### config.mk
export PLATFORM = sky130hd
export DESIGN_NAME = rejoin_backoff_controller
export DESIGN_NICKNAME = d
export VERILOG_FILES = /design/src/rtl/rbc_pkg.sv /design/src/rtl/rejoin_backoff_controller.sv /design/src/rtl/rbc_core.sv
export SDC_FILE = /design/constraint.sdc
export NUM_CORES = 1
export LEC_CHECK = 0
export BUFFER_PORTS_ARGS = -buffer_cell sky130_fd_sc_hd__buf_2
export CAP_MARGIN = 20
export CORE_MARGIN = 3
export CORE_UTILIZATION = 62
export CTS_BUF_LIST = sky130_fd_sc_hd__clkbuf_8
export DETAILED_ROUTE_END_ITERATION = 10
export GPL_ROUTABILITY_DRIVEN = 0
export GPL_TIMING_DRIVEN = 0
export PLACE_DENSITY_LB_ADDON = 0.05
export SLEW_MARGIN = 20
export SYNTH_ARGS = -nofsm -noshare
export SYNTH_HDL_FRONTEND = slang
export SYNTH_SLANG_ARGS = --single-unit
### constraint.sdc
create_clock -name clk -period 6.9 [get_ports clk]
set_input_delay 0.69 -clock clk [delete_from_list [all_inputs] [get_ports clk]]
set_output_delay 0.69 -clock clk [all_outputs]
set_load 0.03 [all_outputs]
### src/rtl/rbc_pkg.sv
package rbc_pkg;

    localparam int DELAY_W   = 32;
    localparam int ATTEMPT_W = 5;
    localparam int REQ_W     = 3;

    localparam int S_TDATA_W = 8;
    localparam int S_TUSER_W = 3;
    localparam int M_TDATA_W = 40;

    localparam logic [REQ_W-1:0] REQ_PROCESS = 3'd0;
    localparam logic [REQ_W-1:0] REQ_START   = 3'd1;
    localparam logic [REQ_W-1:0] REQ_STOP    = 3'd2;
    localparam logic [REQ_W-1:0] REQ_ARMED   = 3'd3;
    localparam logic [REQ_W-1:0] REQ_FIRED   = 3'd4;

    localparam logic [ATTEMPT_W-1:0] ATTEMPT_LIMIT = 5'd31;
    localparam logic [DELAY_W-1:0]   MAX_INTERVAL_RESET = 32'd900;

    typedef struct packed {
        logic [REQ_W-1:0] req_type;
        logic             stack_ready;
        logic             joined;
        logic             cancel_ok;
    } item_t;

    typedef struct packed {
        logic               started_note;
        logic               stopped_note;
        logic               retry_due;
        logic               stop_parked;
        logic [DELAY_W-1:0] retry_delay;
    } result_t;

endpackage

### src/rtl/rejoin_backoff_controller.sv
// an accepted item goes to the input register, its result to the result register
// throughput: one item per cycle while the output does not stall, set by the state update
// between the input register and the result register
// reset: asynchronous, clears control state and loads max_interval_s with 900
module rejoin_backoff_controller
(
    input  logic                             clk,
    input  logic                             rst_n,
    input  logic                             s_axis_tvalid,
    output logic                             s_axis_tready,
    // [0] stack_ready, [1] joined, [2] cancel_ok, rest zero
    input  logic [rbc_pkg::S_TDATA_W-1:0]    s_axis_tdata,
    // [2:0] req_type
    input  logic [rbc_pkg::S_TUSER_W-1:0]    s_axis_tuser,
    output logic                             m_axis_tvalid,
    input  logic                             m_axis_tready,
    // [0] started_note, [1] stopped_note, [2] retry_due, [3] stop_parked,
    // [35:4] retry_delay, rest zero
    output logic [rbc_pkg::M_TDATA_W-1:0]    m_axis_tdata,
    input  logic                             cfg_valid,
    output logic                             cfg_ready,
    input  logic [rbc_pkg::DELAY_W-1:0]      cfg_data
);
    import rbc_pkg::*;

    logic               in_valid_reg;
    item_t              in_item_reg;
    logic               out_valid_reg;
    result_t            out_res_reg;
    logic [DELAY_W-1:0] max_interval_reg;
    logic               advance;
    result_t            res;

    assign advance       = in_valid_reg && (!out_valid_reg || m_axis_tready);
    assign s_axis_tready = !in_valid_reg || advance;
    assign cfg_ready     = 1'b1;

    rbc_core u_core
    (
        .clk            (clk),
        .rst_n          (rst_n),
        .fire           (advance),
        .item           (in_item_reg),
        .max_interval_s (max_interval_reg),
        .res            (res)
    );

    always_ff @(posedge clk or negedge rst_n)
    begin
        if (!rst_n)
        begin
            in_valid_reg     <= 1'b0;
            out_valid_reg    <= 1'b0;
            max_interval_reg <= MAX_INTERVAL_RESET;
        end
        else
        begin
            if (s_axis_tready)
            begin
                in_valid_reg <= s_axis_tvalid;
            end
            if (advance)
            begin
                out_valid_reg <= 1'b1;
            end
            else if (m_axis_tready)
            begin
                out_valid_reg <= 1'b0;
            end
            if (cfg_valid)
            begin
                max_interval_reg <= cfg_data;
            end
        end
    end

    always_ff @(posedge clk)
    begin
        if (s_axis_tvalid && s_axis_tready)
        begin
            in_item_reg.req_type    <= s_axis_tuser;
            in_item_reg.stack_ready <= s_axis_tdata[0];
            in_item_reg.joined      <= s_axis_tdata[1];
            in_item_reg.cancel_ok   <= s_axis_tdata[2];
        end
        if (advance)
        begin
            out_res_reg <= res;
        end
    end

    assign m_axis_tvalid = out_valid_reg;
    assign m_axis_tdata  = {(M_TDATA_W-DELAY_W-4)'(0),
                            out_res_reg.retry_delay,
                            out_res_reg.stop_parked,
                            out_res_reg.retry_due,
                            out_res_reg.stopped_note,
                            out_res_reg.started_note};

endmodule

### src/rtl/rbc_core.sv
module rbc_core
(
    input  logic                         clk,
    input  logic                         rst_n,
    input  logic                         fire,
    input  rbc_pkg::item_t               item,
    input  logic [rbc_pkg::DELAY_W-1:0]  max_interval_s,
    output rbc_pkg::result_t             res
);
    import rbc_pkg::*;

    logic                 active_reg, active_next;
    logic                 stop_pending_reg, stop_pending_next;
    logic                 retry_armed_reg, retry_armed_next;
    logic [ATTEMPT_W-1:0] attempts_reg, attempts_next;

    always_comb
    begin
        logic               run_p;
        logic [DELAY_W-1:0] pow;
        active_next       = active_reg;
        stop_pending_next = stop_pending_reg;
        retry_armed_next  = retry_armed_reg;
        attempts_next     = attempts_reg;
        res               = '0;
        run_p             = 1'b0;
        pow               = '0;
        case (item.req_type)
            REQ_PROCESS:
            begin
                run_p = 1'b1;
            end
            REQ_START:
            begin
                if (item.stack_ready && !item.joined)
                begin
                    run_p = 1'b1;
                    if (!active_reg)
                    begin
                        active_next       = 1'b1;
                        stop_pending_next = 1'b0;
                        retry_armed_next  = 1'b0;
                        attempts_next     = '0;
                        res.started_note  = 1'b1;
                    end
                end
            end
            REQ_STOP:
            begin
                if (active_reg)
                begin
                    if (item.cancel_ok)
                    begin
                        active_next       = 1'b0;
                        stop_pending_next = 1'b0;
                        retry_armed_next  = 1'b0;
                        attempts_next     = '0;
                        res.stopped_note  = 1'b1;
                    end
                    else
                    begin
                        stop_pending_next = 1'b1;
                        res.stop_parked   = 1'b1;
                    end
                end
            end
            REQ_ARMED:
            begin
                retry_armed_next = 1'b1;
            end
            REQ_FIRED:
            begin
                retry_armed_next = 1'b0;
            end
            default:
            begin
                run_p = 1'b0;
            end
        endcase

        // process evaluation, also run after a start
        if (run_p && item.stack_ready && active_next)
        begin
            if (stop_pending_next)
            begin
                active_next       = 1'b0;
                stop_pending_next = 1'b0;
                retry_armed_next  = 1'b0;
                attempts_next     = '0;
                res.stopped_note  = 1'b1;
            end
            else if (!retry_armed_next && !item.joined)
            begin
                res.retry_due = 1'b1;
                pow = DELAY_W'(1) << attempts_next;
                if (attempts_next == ATTEMPT_LIMIT)
                begin
                    res.retry_delay = max_interval_s;
                end
                else if (pow > max_interval_s)
                begin
                    res.retry_delay = max_interval_s;
                end
                else
                begin
                    res.retry_delay = pow;
                    attempts_next   = attempts_next + 1'b1;
                end
            end
        end
    end

    always_ff @(posedge clk or negedge rst_n)
    begin
        if (!rst_n)
        begin
            active_reg       <= 1'b0;
            stop_pending_reg <= 1'b0;
            retry_armed_reg  <= 1'b0;
            attempts_reg     <= '0;
        end
        else if (fire)
        begin
            active_reg       <= active_next;
            stop_pending_reg <= stop_pending_next;
            retry_armed_reg  <= retry_armed_next;
            attempts_reg     <= attempts_next;
        end
    end

endmodule

* Word level (Yosys, flattened, before mapping)
Index checks and enable logic that the tools add are counted.
Storage, ports and cells: logic and storage cells 85, input bits 48, flip-flop bits (word level) 84
Cells by class: eq/ne operators 5, shifts and indexed selects 1, $lt $le $gt $ge 1, bitwise gates (word level) 2, mux-type cells 42, add/sub/neg operators 1, reductions and logical operators 17
Operators by type and width (count):
- two-way mux 32 bit | 2
- two-way mux 5 bit | 9
- greater-than comparator 32 bit | 1
- << shifter 1 x 5 -> 32 bit (first input constant) | 1
- two-way mux 1 bit | 25
- case mux 5 bit (2 select lines) | 1
- equality test 3 x 2 -> 1 bit (second input constant) | 2
- logical AND 1 bit | 6
- case mux 1 bit (2 select lines) | 3
- adder 5 x 1 -> 5 bit (second input constant) | 1
- equality test 5 bit (second input constant) | 1
- logical NOT 1 bit | 4
- case mux 1 bit (4 select lines) | 1
- equality test 3 x 1 -> 1 bit (second input constant) | 1
- equality test 3 bit (second input constant) | 1
- logical NOT 3 bit | 1
- OR reduction 3 bit | 1
- logical OR 1 bit | 2
- two-way mux 2 bit | 1
- NOT 1 bit | 2
- AND reduction 2 bit | 1
- nonzero test 2 bit | 1
- OR reduction 2 bit | 1

* Longest topological paths before layout
word-level depth 11, depth in mapped cells 19, depth with buffers taken out 16

* Hierarchy
Synthesis repeated with hierarchy kept, for this count alone.
Unflattened totals: cell total of the unflattened synthesis 467, area, all modules 5104.9 um2
Modules (own cells, without submodules):
- rejoin_backoff_controller | cells an instance 125, instances 1, area an instance 2745.1 um2
- rbc_core | cells an instance 342, instances 1, area an instance 2359.8 um2

* Worst setup path before layout
Ideal clock, no wire load.
kind register to register, from register in_item_reg[3] (netlist bit), to register out_res_reg (netlist bit m_axis_tdata[10]) (data pin), data arrival time 3.691 ns, clock period less this slack 3.957 ns, path slack 2.943 ns, library setup time 0.266 ns, cell stages (with the launch flop) 18, cell sequence edfxtp_1 -> buf_6 -> and4bb_2 -> a22oi_2 -> and2_1 -> clkbuf_1 -> clkbuf_1 -> ha_1 -> nor3b_1 -> ha_1 -> nand4_1 -> nor4_1 -> and4_1 -> a21oi_1 -> nor3_4 -> buf_6 -> mux2i_1 -> nor2_1
On the way: cells in the longest elaborated chain, start to end 6, elaborated cells on any way between the ends 22
Ends and longest elaborated chain:
- start, declared | line rejoin_backoff_controller.sv:27 | item_t in_item_reg;
- equality test 3 x 2 -> 1 bit, or another cell as far along | line rbc_core.sv:28 | case (item.req_type)
- case mux 5 bit (2 select lines), or another cell as far along | line rbc_core.sv:28
- << shifter 1 x 5 -> 32 bit, or another cell as far along | line rbc_core.sv:95 | pow = DELAY_W'(1) << attempts_next;
- greater-than comparator 32 bit, or another cell as far along | line rbc_core.sv:100 | else if (pow > max_interval_s)
- two-way mux 32 bit or NOT 1 bit (tied branches)
- two-way mux 32 bit or OR reduction 3 bit (tied branches)
- end signal, assigned | line rejoin_backoff_controller.sv:88 | out_res_reg <= res;
- end, declared | line rejoin_backoff_controller.sv:29 | result_t out_res_reg;
Several ways; a longest one is shown, not always the timed one. A chain may end at the register's enable or synchronous reset.

* Worst setup path in the final report
from register in_item_reg[3] (netlist bit), to register out_res_reg (netlist bit m_axis_tdata[7]) (data pin)
Same word-level chain as after synthesis.

==> results.json <==
{
  "drc": 0,
  "yosys-top-cells-area": "edfxtp_1, dfrtp_1, ha_1",
  "grt_pass1_vias": 3909,
  "wl_per_cell_um": 16.1,
  "dieHeight_um": 94.3,
  "synth_top_family_by_area": "simple AND/OR/NAND/NOR gates",
  "route.final.wire_length_um": 11100,
  "grt_max_degree": 43,
  "synth_fa_ha_area_frac": 0.101,
  "min_path_type": "in -> async",
  "core_area_sq_um": 7410,
  "antenna_cells": 0,
  "maxSlewViolCount": 0,
  "p_int_mw": 0.855,
  "rows": 31,
  "start_util": 0.652,
  "grt_use_total": 0.266,
  "first_pass_iters": 5,
  "final_common_cell": "buf_2",
  "period_needed_ns": 5.03,
  "dpl_cell_area_sq_um": 5390,
  "synth_top_flop_cell": "edfxtp_1",
  "final_cell_mix": "buf_2, nand2_1, nor2_1",
  "place_ws_ns": 1.98,
  "p_seq_frac": 0.487,
  "rsz0062_at_grt": "no",
  "drv_cap": 0,
  "synth_area_per_cell_sq_um": 9.79,
  "grt_pass1_wl_um": 18300,
  "seq_area_sq_um": 2320,
  "pwr-share-clk": 0.318,
  "cts_resized": 0,
  "die_w_um": 94.3,
  "fin_nets": 674,
  "fin_crit_sh": 0.729,
  "fin_worst_skew_ns": 0.0147,
  "synth-edff-count": 42,
  "yosysUniqueCellTypes": 52,
  "syn_inst": 493,
  "vias_per_cell": 5.69,
  "setup-violations-final": 0,
  "cp_max_fo": 10,
  "cp-start-kind": "flip-flop",
  "crit_top_cell": "ha_1",
  "power_switching_mw": 0.360,
  "outcome": "complete, no violations",
  "syn_to_final_growth_pct": 16.0,
  "yosys.area_share.xor_xnor": 0,
  "slew_headroom": 0.332,
  "instances_no_fill": 691,
  "ir_drop_mv": 0.143,
  "finalHoldViolations": 0,
  "overflow": 0,
  "synth_top_area_frac": 0.261,
  "portBuffers": 79,
  "muxShareOfSynthArea": 0.0731,
  "drive_gt1_frac": 0.201,
  "crit_required_ns": 6.99,
  "tns_ns": 0,
  "h-tree-depth": 3,
  "ys_ff_latch": 84,
  "hold_buffers": 0,
  "setup_slack_ns": 1.87,
  "synth_top_area_cell": "edfxtp_1",
  "post-cts-setup-buffers": 0,
  "p_comb_frac": 0.195,
  "syn_area_sq_um": 4830,
  "power_per_cell_area_nw_per_um2": 217,
  "finalPower_mw": 1.22,
  "first_iter_violations": 264,
  "clockBufferDepth": 2,
  "dp_cells": 675,
  "via_count": 3929,
  "leakagePower_nw": 2.75,
  "worstMarginPinSlew_ns": 1.00,
  "yosysWarnings": 0,
  "io_pins": 91,
  "synth-compound-area-share": 0.0948,
  "fin_util": 0.756,
  "path_clk_slew_ns": 0.10,
  "cts_root_buffer": "clkbuf_8",
  "largest_reg_flops": 36,
  "clk-insertion-delay-late_ns": 0.37,
  "final_antenna_net_count": 0,
  "ys_seq_area_frac": 0.480,
  "crit_type": "reg -> reg",
  "fill_cells": 544,
  "endpoint_kind": "flip-flop",
  "cts_buffers": 9,
  "fmax_mhz": 199,
  "die_area_sq_um": 8880,
  "p_sw_frac": 0.296,
  "synthArstFlopShare": 0.500,
  "antenna_found_initial": 0,
  "arrival_ns": 5.12,
  "cts_tree": "built",
  "hpwl_um": 8120,
  "cts.sinks": 84,
  "post-route-cell-area_sq_um": 5600,
  "whs_ns": 0.470,
  "multi_input_area_sq_um": 2220,
  "cp_cell_sequence": "buf_6 -> and4bb_2 -> a22oi_2 -> buf_2 -> nand2_1 -> inv_1 -> ha_1 -> ha_1 -> nor3b_1 -> ha_1 -> nand4_1 -> nor4_1 -> and4_1 -> a21oi_1 -> nor3_4 -> buf_6 -> mux2i_1 -> nor2_1",
  "cp_slowest_cell": "nor3_4",
  "slowest_delay_ns": 0.56,
  "yosys.area_share.simple": 0.187
}
[logic make-up (layout without fill, tap and decap cells)]
kind of cell,Yosys count,in the layout
AOI/OAI and AO/OA,74,74
and+or+nand+nor,192,192
muxes,35,35
buffers and inverters,67,163
other,2,5
DFF,84,84
adders and majority gates,39,39
[per-layer routing]
| layer | GRT usage | wire (um) |
|---|---|---|
| met5 | 0 | 0 |
| met4 | 0.113 | 300 |
| met3 | 0.0521 | 616 |
| met2 | 0.436 | 5440 |
| met1 | 0.343 | 4770 |
[area by class of cell]
class / count / area share
Tap cell: 99 / 0.0221
Sequential cell: 84 / 0.414
Clock inverter: 7 / 0.0165
Inverter: 41 / 0.0275
Timing Repair Buffer: 80 / 0.0755
Buffer: 26 / 0.0264
Clock buffer: 9 / 0.0221
Multi-Input combinational cell: 345 / 0.396
[critical path: cells and delay by family (launching register included)]
family	cells	cell delay [ns]
flip-flops	1	0.38
buffers and inverters	4	0.80
AO/OA/AOI/OAI	2	0.39
AND/OR/NAND/NOR	8	2.36
adder cells (fa/ha/maj)	3	0.64
multiplexers	1	0.20
[power groups by stage]
stage	clock, mW	sequential (mW)	combinational, mW
after floorplan	0	0.627	0.132
after global placement	0	0.600	0.221
after detailed placement	0	0.602	0.233
after CTS	0.388	0.591	0.235
after global routing	0.413	0.596	0.263
final	0.387	0.592	0.236
[cell usage after synthesis (9+ instances only)]
master    instances
nand2_1          70
nor2_1           60
edfxtp_1         42
inv_1            41
ha_1             39
dfrtp_1          38
o21ai_0          38
mux2i_1          33
clkbuf_1         16
a21oi_1          15
nor3_1            9
[worst paths after layout]
check | start | end | slack (ns) | cells past startpoint
min reg2reg | in_valid_reg | m_axis_tvalid | 0.51 | 1
max in group asynchronous | rst_n | max_interval_reg[11] | 5.78 | 1
max | in_item_reg[3] | m_axis_tdata[7] | 1.87 | 18
min in group clk | s_axis_tdata[2] | in_item_reg[0] | 0.49 | 1
min | rst_n | max_interval_reg[24] | 0.47 | 1
max reg2reg | in_item_reg[3] | m_axis_tdata[7] | 1.87 | 18
Note: power is estimated with default switching activity, not from simulation.
